**src/hdl/lsd_pkg.sv**
```systemverilog
// Shared constants and types for the decimal radix sorter.
package lsd_pkg;

  localparam int VALUE_W      = 31;
  localparam int MAX_ELEMENTS = 64;
  localparam int ADDR_W       = $clog2(MAX_ELEMENTS);
  localparam int CNT_W        = $clog2(MAX_ELEMENTS + 1);
  localparam int RADIX        = 10;
  localparam int DIGIT_W      = $clog2(RADIX);
  localparam int PASS_CAP     = 10;
  localparam int PASS_W       = $clog2(PASS_CAP + 1);
  localparam int PLACE_W      = 30;

  // Reciprocal of ten: floor(q * RECIP / 2^RECIP_SHIFT) == q / 10 for q < 2^32
  localparam int           RECIP_W     = 32;
  localparam logic [31:0]  RECIP       = 32'hCCCC_CCCD;
  localparam int           RECIP_SHIFT = 35;
  localparam int           PROD_W      = VALUE_W + RECIP_W;
  localparam int           QUO_W       = PROD_W - RECIP_SHIFT;

  // One stored element: its value and its quotient by the current place
  typedef struct packed {
    logic [VALUE_W-1:0] quo;
    logic [VALUE_W-1:0] value;
  } entry_t;

  // Access request to the ping-pong element store
  typedef struct packed {
    logic              wr_en;
    logic              wr_bank;
    logic [ADDR_W-1:0] wr_addr;
    entry_t            wr_data;
    logic              rd_en;
    logic              rd_bank;
    logic [ADDR_W-1:0] rd_addr;
  } store_req_t;

endpackage

```
**src/hdl/lsd_div10.sv**
```systemverilog
// Shared divide-by-ten unit: registered reciprocal product, then digit and quotient.
module lsd_div10 (
  input  logic                          clk,
  input  logic [lsd_pkg::VALUE_W-1:0]   q,
  output logic [lsd_pkg::DIGIT_W-1:0]   digit,
  output logic [lsd_pkg::VALUE_W-1:0]   quo
);
  import lsd_pkg::*;

  logic [PROD_W-1:0]  prod;
  logic [QUO_W-1:0]   quo_r;
  logic [DIGIT_W-1:0] q_lo_r;
  logic [DIGIT_W-1:0] ten_lo;

  // Multiply by the reciprocal of ten
  assign prod = q * RECIP;

  always_ff @(posedge clk) begin
    quo_r  <= prod[RECIP_SHIFT +: QUO_W];
    q_lo_r <= q[DIGIT_W-1:0];
  end

  // Remainder is below sixteen, so the low bits of q - 10*quo suffice
  assign ten_lo = DIGIT_W'({quo_r, 3'b000}) + DIGIT_W'({quo_r, 1'b0});
  assign digit  = q_lo_r - ten_lo;
  assign quo    = VALUE_W'(quo_r);

endmodule

```
**config.mk**
```make
export PLATFORM = sky130hd
export DESIGN_NAME = lsd_div10
export DESIGN_NICKNAME = d
export VERILOG_FILES = /design/src/hdl/lsd_pkg.sv /design/src/hdl/lsd_div10.sv
export SDC_FILE = /design/constraint.sdc
export NUM_CORES = 1
export LEC_CHECK = 0
export BUFFER_PORTS_ARGS = -buffer_cell sky130_fd_sc_hd__buf_2
export CAP_MARGIN = 5
export CORE_ASPECT_RATIO = 2
export CORE_MARGIN = 2
export CORE_UTILIZATION = 25
export CTS_CLUSTER_DIAMETER = 120
export DETAILED_ROUTE_END_ITERATION = 8
export PLACE_DENSITY_LB_ADDON = 0.1
export SLEW_MARGIN = 5
export SYNTH_ARGS = -nofsm -noshare
export SYNTH_HDL_FRONTEND = slang
export SYNTH_SLANG_ARGS = --single-unit
```
**constraint.sdc**
```tcl
create_clock -name clk -period 10.8 [get_ports clk]
set_clock_uncertainty 0.1 [all_clocks]
set_input_delay 3.24 -clock clk [delete_from_list [all_inputs] [get_ports clk]]
set_output_delay 3.24 -clock clk [all_outputs]
set_load 0.1 [all_outputs]
```
# Word-level counts from Yosys, hierarchy flattened
# Cells that the tools add are included.
# W data, S select, Z words.
op_classes:
  addsub: 2
  multipliers: 1
op_table:
  columns: ["operator", "n"]
  rows:
  - ["$mul A31 B32 Y63 const B", 1]
  - ["$add A4 B4 Y4", 1]
  - ["$sub A4 B4 Y4", 1]
word_totals:
  regBits: 32
  in_bits: 32
  output_inout_bits: 35
  wordCells: 5

# Longest topological paths before layout
# Gate-level depths: netlist of the first run.
logic_depth:
  word_depth: 2
  depth_mapped: 29
  depth_no_buf: 28

# Worst setup path before layout of the first run
# OpenSTA, ideal clock, no wires.
synth_path:
  path_kind: "input-to-reg"
  start: "input port q[16] (netlist name)"
  end: "register quo_r[25]"
  setup_time_ps: 119
  t_arrival_ps: 9518
  required_ps: 10581
  setup_slack_ps: 1064
  cell_stages: 24
  n_path_buf: 0
  path_cell_list: "ha_1 -> fa_1 -> inv_1 -> fa_1 -> inv_1 -> fa_1 -> inv_1 -> fa_1 -> inv_1 -> fa_1 -> fa_1 -> inv_1 -> fa_1 -> inv_1 -> ha_1 -> nand3_1 -> or4bb_1 -> o2111ai_2 -> a211oi_2 -> o41ai_4 -> a31oi_2 -> o21ai_2 -> nor2_1 -> xnor2_1"
synth_via:
  elab_chain_len: 1
synth_rtl:
  columns: ["item", "line_no", "source"]
  rows:
  - ["start, declared", "lsd_div10.sv:4", "input logic [lsd_pkg::VALUE_W-1:0] q,"]
  - ["$mul A31 B32 Y63", "lsd_div10.sv:16", "assign prod = q * RECIP;"]
  - ["via prod[60]", "lsd_div10.sv:10", "logic [PROD_W-1:0] prod;"]
  - ["end signal, assigned", "lsd_div10.sv:19", "quo_r <= prod[RECIP_SHIFT +: QUO_W];"]
  - ["end, declared", "lsd_div10.sv:11", "logic [QUO_W-1:0] quo_r;"]
# The timed path passes the listed nets, and every way through them passes these cells.

# Worst setup path after layout of the first run
layout_path:
  start: "input port q[7] (netlist name)"
  end: "register quo_r[23]"
# The elaborated chain is that of the path after synthesis.

==> qor.yml, run 1 <==
whs_ns: 3.08
post-cts-setup-buffers: 0
drc: 0
netlist_top_cells_area: "fa_1, ha_1, inv_1"
chipHeight_um: 321
drive_gt1_share_pct: 8.18
rsz0062_at_grt: "no"
start_util_pct: 25.2
postCtsHoldBufs: 0
final_cell_mix: "inv_1, ha_1, fa_1"
synth_top_cell_by_area: "fa_1"
endpoint: "quo_r[23]$_DFF_P_"
synth-edff-count: 0
synthArstFlopShare_pct: 0
path_clk_slew_ns: 0.05
die_area_mm2: 0.0523
avgSynthCellArea_um2: 10.1
area_growth_pct: 11.2
cts_tree: "yes"
postLayoutCellArea_mm2: 0.0140
post_cts_resized: 0
syn_area_mm2: 0.0126
ant_nets: 0
drt_iter0_drc: 269
maxSlewViolCount: 0
gp_congestion: 0.859
grt_max_degree: 10
h-tree-depth: 2
ys_ff_latch: 32
cts.sinks: 32
final_nets: 1898
dpl-instance-area_mm2: 0.0138
instances_no_fill: 1982
status: "complete, no violations"
hold_class: "in -> reg"
core_mm2: 0.0499
post-route-min-period_ns: 10.38
period_share_pct: 96.1
num_rows: 116
dp.cells: 1974
worstPathMaxFanout: 5
endpoint_kind: "flop"
cts_max_path_buffers: 2
utilization_pct: 28.0
ys.warnings.count: 0
hold_violations: 0
synth_top_area_share_pct: 36.7
synth.distinct_cells: 57
setup_viol_count_final: 0
cts_made_buffers: 5
timing.fmax_ghz: 0.0964
critPathLaunchType: "input port"
root_buffer: "clkbuf_16"
cp.required_ns: 10.91
ioPinCount: 67
post-dp-hpwl_um: 42800
cp_data_arrival_time_ns: 10.49
antenna_found_initial: 0
worst_pin_slew_ns: 0.777
routed_wl_um: 45000
grt_pass1_wl_um: 67400
crit_type: "in -> reg"
vias: 8900
cap_violations: 0
synthCells: 1247
cp-startpoint: "q[7]"
drt_pass1_iterations: 4
grt_usage_pct: 18.2
grt_pass1_vias: 10600
diodes: 0
synth_ff_type: "dfxtp_1"
wire_per_inst_um: 22.7
max-slew-margin-rel_pct: 48.0
mostFrequentLayoutCell: "inv_1"
vias_per_cell: 4.49
numPortBuffers: 63
die_width_um: 163
grt_overflow: 0
fillCellCount: 5430
synth-seq-area-share_pct: 5.09
-- through the flow --
| stage | setup TNS (ns) | setup WS (ns) |
|---|---|---|
| 4_1_cts | 0 | 0.159 |
| 6_report | 0 | 0.423 |
| 2_1_floorplan | 0 | 1.06 |
| 3_3_place_gp | -0.187 | -0.116 |
| 5_1_grt | 0 | 0.0814 |
| 3_5_place_dp | -0.242 | -0.131 |
-- worst max-delay path, stage by stage --
cell      delay, ns
buf_2          0.12
ha_1           0.36
fa_1           0.65
fa_1           0.68
inv_1          0.10
fa_1           0.45
fa_1           0.62
inv_1          0.08
fa_1           0.51
fa_1           0.55
inv_1          0.08
fa_1           0.50
inv_1          0.05
ha_1           0.38
a21oi_2        0.31
o211ai_1       0.14
a21oi_1        0.18
o31ai_1        0.12
nor3_1         0.20
o21ai_0        0.10
buf_4          0.16
a31oi_1        0.41
o21ai_1        0.16
a21oi_1        0.20
xnor2_1        0.13
-- Yosys cell counts (3+ instances only) --
cell,n
nand2_1,36
a2111oi_0,3
xnor2_1,39
nor2_1,18
nand4_1,12
o21bai_1,7
fa_1,231
or2_2,3
inv_1,321
nand2b_1,4
clkbuf_1,6
buf_4,3
a31oi_1,4
xor2_1,20
o211ai_1,10
nor3_1,4
ha_1,303
a21oi_1,61
o21ai_0,20
nand3_1,13
nor2b_1,6
dfxtp_1,32
o21ai_1,3
a21o_1,45
and3_1,6
-- flip-flops by register name (all words and copies together), names as in the netlist --
signal  cells
quo_r      28
q_lo_r      4
-- worst min-delay path by stage --
stage | from | cells past startpoint | end | slack [ns]
floorplan | q[0] | 0 | q_lo_r[0]$_DFF_P_ | 3.17
global placement | q[1] | 1 | q_lo_r[1]$_DFF_P_ | 3.39
detailed placement | q[1] | 1 | q_lo_r[1]$_DFF_P_ | 3.39
CTS | q[1] | 1 | q_lo_r[1]$_DFF_P_ | 3.09
global route | q[1] | 1 | q_lo_r[1]$_DFF_P_ | 3.08
finish | q[1] | 1 | q_lo_r[1]$_DFF_P_ | 3.08
-- kinds of logic (layout without fill, tap and decap cells) --
kind of cell | after synthesis | after routing | synth area share [%]
buffers and inverters | 331 | 415 | 9.97
AND/OR/NAND/NOR | 112 | 112 | 4.49
adder cells (fa/ha/maj) | 534 | 534 | 66.9
AO/OA/AOI/OAI | 178 | 178 | 9.46
XOR/XNOR | 59 | 59 | 4.10
flip-flops | 32 | 32 | 5.09
other | 1 | 3 | 0.0298
-- per-layer routing --
layer / up-vias / global-route usage [%] / routed length (µm)
met5: - / 0 / 0
met4: 0 / 6.33 / 1980
met3: 56 / 1.21 / 610
met2: 122 / 43.1 / 30100
met1: 4548 / 14.0 / 12300
li1: 4174 / - / -
-- cell type report --
cell class,instances,area [µm²],share of cell area (%)
Multi-Input combinational cell,886,10700,76.5
Timing Repair Buffer,86,488,3.49
Tap cell,649,812,5.80
Clock buffer,8,146,1.05
Sequential cell,32,641,4.58
Inverter,321,1200,8.61
Power of run 1 is not shown: default switching activity piles up to over one toggle a cycle in this logic, so the estimate is an artifact.
==> run 2: changes to the inputs <==
--- a/config.mk
+++ b/config.mk
@@ -7,6 +7,8 @@
 export LEC_CHECK = 0
 export BUFFER_PORTS_ARGS = -buffer_cell sky130_fd_sc_hd__buf_2
 export CAP_MARGIN = 5
+export CELL_PAD_IN_SITES_DETAIL_PLACEMENT = 1
+export CELL_PAD_IN_SITES_GLOBAL_PLACEMENT = 1
 export CORE_ASPECT_RATIO = 2
 export CORE_MARGIN = 2
 export CORE_UTILIZATION = 25
==> run 2 against run 1 <==
Sequential share of layout area shrank 0.055 points; global-route usage grew 0.82 points; first-iteration DRC count shrank 19%; worst setup slack gained 0.10 ns; routed wire length grew 4.2%; clock-buffer cell count shrank 2; utilization grew 0.34 points; hold slack lost 0.028 ns; final cell count grew 1.0%; flip-flop and latch count is the same.
==> qor.yml, run 2 (synthesized netlist as in run 1, its figures left out) <==
die_width_um: 163
maxSlewViolCount: 0
cts_made_buffers: 5
vias_per_cell: 4.46
root_buffer: "clkbuf_16"
post-route-min-period_ns: 10.27
ioPinCount: 67
hold_class: "in -> reg"
grt_usage_pct: 19.0
drt_pass1_iterations: 4
rsz0062_at_grt: "no"
setup_viol_count_final: 0
drt_iter0_drc: 218
cts_tree: "yes"
cp-startpoint: "q[16]"
grt_overflow: 0
core_mm2: 0.0499
drc: 0
worst_pin_slew_ns: 0.852
antenna_found_initial: 0
path_clk_slew_ns: 0.06
top_regs: "quo_r x28, q_lo_r x4"
hold_violations: 0
numPortBuffers: 63
cts_max_path_buffers: 2
regMostFlops: "quo_r"
post_cts_resized: 0
diodes: 0
drive_gt1_share_pct: 9.68
post-dp-hpwl_um: 44500
area_growth_pct: 12.5
cap_violations: 0
max-slew-margin-rel_pct: 43.0
grt_pass1_vias: 11100
postCtsHoldBufs: 0
endpoint_kind: "flop"
crit_path_max_incr_delay_ns: 0.61
timing.fmax_ghz: 0.0973
ant_nets: 0
gp_congestion: 0.873
final_nets: 1918
endpoint: "quo_r[23]$_DFF_P_"
crit_type: "in -> reg"
routed_wl_um: 46900
fin_tns_setup_ns: 0
path_common_cell: "fa_1"
largest_reg_flops: 28
die_area_mm2: 0.0523
critPathSlowestCell: "fa_1"
worstPathMaxFanout: 3
critPathLaunchType: "input port"
grt_pass1_wl_um: 70000
final_cell_mix: "inv_1, ha_1, fa_1"
wire_per_inst_um: 23.4
chipHeight_um: 321
status: "complete, no violations"
cts.sinks: 32
h-tree-depth: 2
start_util_pct: 25.2
cp_data_arrival_time_ns: 10.40
mostFrequentLayoutCell: "inv_1"
post-cts-setup-buffers: 0
cp.required_ns: 10.92
grt_max_degree: 12
num_rows: 116
period_share_pct: 95.1
vias: 8936
## run 2: per-layer routing
metal | global-route usage, % | vias to the layer above | share of wire, %
met5 | 0 | - | 0
met4 | 9.07 | 0 | 6.2
met3 | 1.52 | 58 | 1.5
met2 | 44.0 | 121 | 65
met1 | 14.3 | 4552 | 27
li1 | - | 4205 | -
## run 2: worst min-delay path by stage
stage / startpoint / end / slack [ns] / depth (start not counted)
2_1_floorplan: q[0] / q_lo_r[0]$_DFF_P_ / 3.17 / 0
5_1_grt: q[1] / q_lo_r[1]$_DFF_P_ / 3.05 / 1
4_1_cts: q[1] / q_lo_r[1]$_DFF_P_ / 3.06 / 1
3_3_place_gp: q[1] / q_lo_r[1]$_DFF_P_ / 3.37 / 1
3_5_place_dp: q[1] / q_lo_r[1]$_DFF_P_ / 3.37 / 1
6_report: q[1] / q_lo_r[1]$_DFF_P_ / 3.05 / 1
## run 2: worst max-delay path: cells and delay by family
kind | cells | cell delay (ns)
buffers and inverters | 6 | 1.00
AOI/OAI and AO/OA | 7 | 1.52
and+or+nand+nor | 2 | 0.27
adders and majority gates | 9 | 4.21
xor gates and xnor gates | 1 | 0.13
## run 2: per-stage QoR
step	worst slack [ns]	instances	area, µm²	hold slack [ns]	util, %
floorplan	1.06	1249	12600	3.17	-
global placement	0.0600	1994	14000	3.37	28.1
detailed placement	0.0941	1994	14000	3.37	28.1
CTS	0.388	2002	14200	3.06	28.3
global route	0.0610	2002	14200	3.05	28.4
finish	0.526	2002	14200	3.05	28.4
## run 2: cell type report
| type | count | area (µm²) |
|---|---|---|
| clock inverter | 2 | 16.3 |
| fill | 5843 | 35800 |
| multi-input combinational | 886 | 10700 |
| clock buffer | 6 | 129 |
| tap | 649 | 812 |
| timing repair buffer | 106 | 651 |
| sequential | 32 | 641 |
| inverter | 321 | 1200 |
Power of run 2 is left out for the same reason.
==> run 3: changes to the inputs <==
==> constraint.sdc (replaced) <==
create_clock -name clk -period 10.9 [get_ports clk]
set_clock_uncertainty 0.1 [all_clocks]
set_input_delay 3.27 -clock clk [delete_from_list [all_inputs] [get_ports clk]]
set_output_delay 3.27 -clock clk [all_outputs]
set_load 0.1 [all_outputs]
==> run 3 against run 2 <==
Clock-buffer cell count did not move; first-iteration DRC count shrank 13%; sequential share of layout area about the same; global-route usage shrank 0.16 points.
==> qor.yml, run 3 (synthesized netlist as in run 1, its figures left out) <==
status: "complete, no violations"
chipHeight_um: 321
mostFrequentLayoutCell: "inv_1"
wire_per_inst_um: 23.3
cts.sinks: 32
antenna_found_initial: 0
vias_per_cell: 4.50
grt_overflow: 0
grt_pass1_vias: 11100
cts_max_path_buffers: 2
path_common_cell: "fa_1"
post_cts_resized: 0
post-route-min-period_ns: 10.37
drc: 0
hold_class: "in -> reg"
core_mm2: 0.0499
rsz0062_at_grt: "no"
cp_top_family: "adder cells"
setup_viol_count_final: 0
vias: 8928
cp_data_arrival_time_ns: 10.49
wl_met3_um: 419
cts_tree: "yes"
h-tree-depth: 2
final_nets: 1900
grt_pass1_wl_um: 70200
whs_endpoint: "q_lo_r[1]$_DFF_P_"
grt_usage_pct: 18.8
worst_pin_slew_ns: 0.862
worstPathMaxFanout: 5
timing.fmax_ghz: 0.0964
die_width_um: 163
cap_violations: 0
wl_met1_um: 12600
regMostFlops: "quo_r"
cp-startpoint: "q[5]"
post-dp-hpwl_um: 44300
area_growth_pct: 11.3
routed_wl_um: 46200
crit_path_max_incr_delay_ns: 0.63
path_clk_slew_ns: 0.05
met2_length_um: 31200
hold_violations: 0
dr.max_layer_used: "met4"
ioPinCount: 67
postCtsHoldBufs: 0
crit_type: "in -> reg"
endpoint_kind: "flop"
die_area_mm2: 0.0523
critPathLaunchType: "input port"
fillCellCount: 5868
grt_max_degree: 12
drt_iter0_drc: 190
fin_tns_setup_ns: 0
maxSlewViolCount: 0
gp_congestion: 0.877
drive_gt1_share_pct: 8.39
cts_made_buffers: 5
ant_nets: 0
cp.required_ns: 11.02
hold_path_depth: 1
diodes: 0
hold_start: "q[1]"
post-cts-setup-buffers: 0
num_rows: 116
numPortBuffers: 63
path_buf_inv: 9
final_cell_mix: "inv_1, ha_1, fa_1"
max-slew-margin-rel_pct: 42.3
largest_reg_flops: 28
period_share_pct: 95.1
root_buffer: "clkbuf_16"
top_regs: "quo_r x28, q_lo_r x4"
start_util_pct: 25.2
drt_pass1_iterations: 4
critPathSlowestCell: "fa_1"
==> run 3: changes by cell type in the layout (fill, tap and decap cells not counted), sizes merged <==
| cell | previous run | this run |
|---|---|---|
| buf | 106 | 88 |
| clkinv | 1 | 0 |
| clkinvlp | 1 | 2 |
==> run 3: cell type report <==
type / count / area (µm²) / share of cell area, %
inverters: 321 / 1200 / 8.60
flip-flops and latches: 32 / 641 / 4.57
repair buffers: 88 / 503 / 3.59
multi-input cells: 886 / 10700 / 76.4
well taps: 649 / 812 / 5.79
clock inverters: 2 / 15.0 / 0.107
clock buffers: 6 / 139 / 0.991
==> run 3: how the worst max path moves through the flow <==
stage                                    to  slack (ns)  cells past startpoint
after floorplan           quo_r[25]$_DFF_P_        1.13                     24
after global placement    quo_r[23]$_DFF_P_        0.03                     28
after detailed placement  quo_r[23]$_DFF_P_        0.14                     28
after CTS                 quo_r[23]$_DFF_P_        0.43                     28
after global routing      quo_r[23]$_DFF_P_        0.08                     28
final                     quo_r[23]$_DFF_P_        0.53                     28
==> run 3: routing by layer <==
metal / vias to the layer above / track usage (%)
met5: - / 0
met4: 0 / 6.41
met3: 43 / 0.993
met2: 90 / 44.7
met1: 4621 / 14.6
li1: 4174 / -
==> run 3: stage by stage <==
step | cells | cell area (µm²) | hold WS [ns] | utilization [%] | worst slack (ns)
detailed placement | 1976 | 13900 | 3.40 | 27.8 | 0.137
floorplan | 1249 | 12600 | 3.20 | - | 1.13
global placement | 1976 | 13900 | 3.39 | 27.8 | 0.0268
CTS | 1984 | 14000 | 3.09 | 28.1 | 0.435
finish | 1984 | 14000 | 3.09 | 28.1 | 0.530
global route | 1984 | 14000 | 3.09 | 28.1 | 0.0783
Power of run 3 is left out for the same reason.
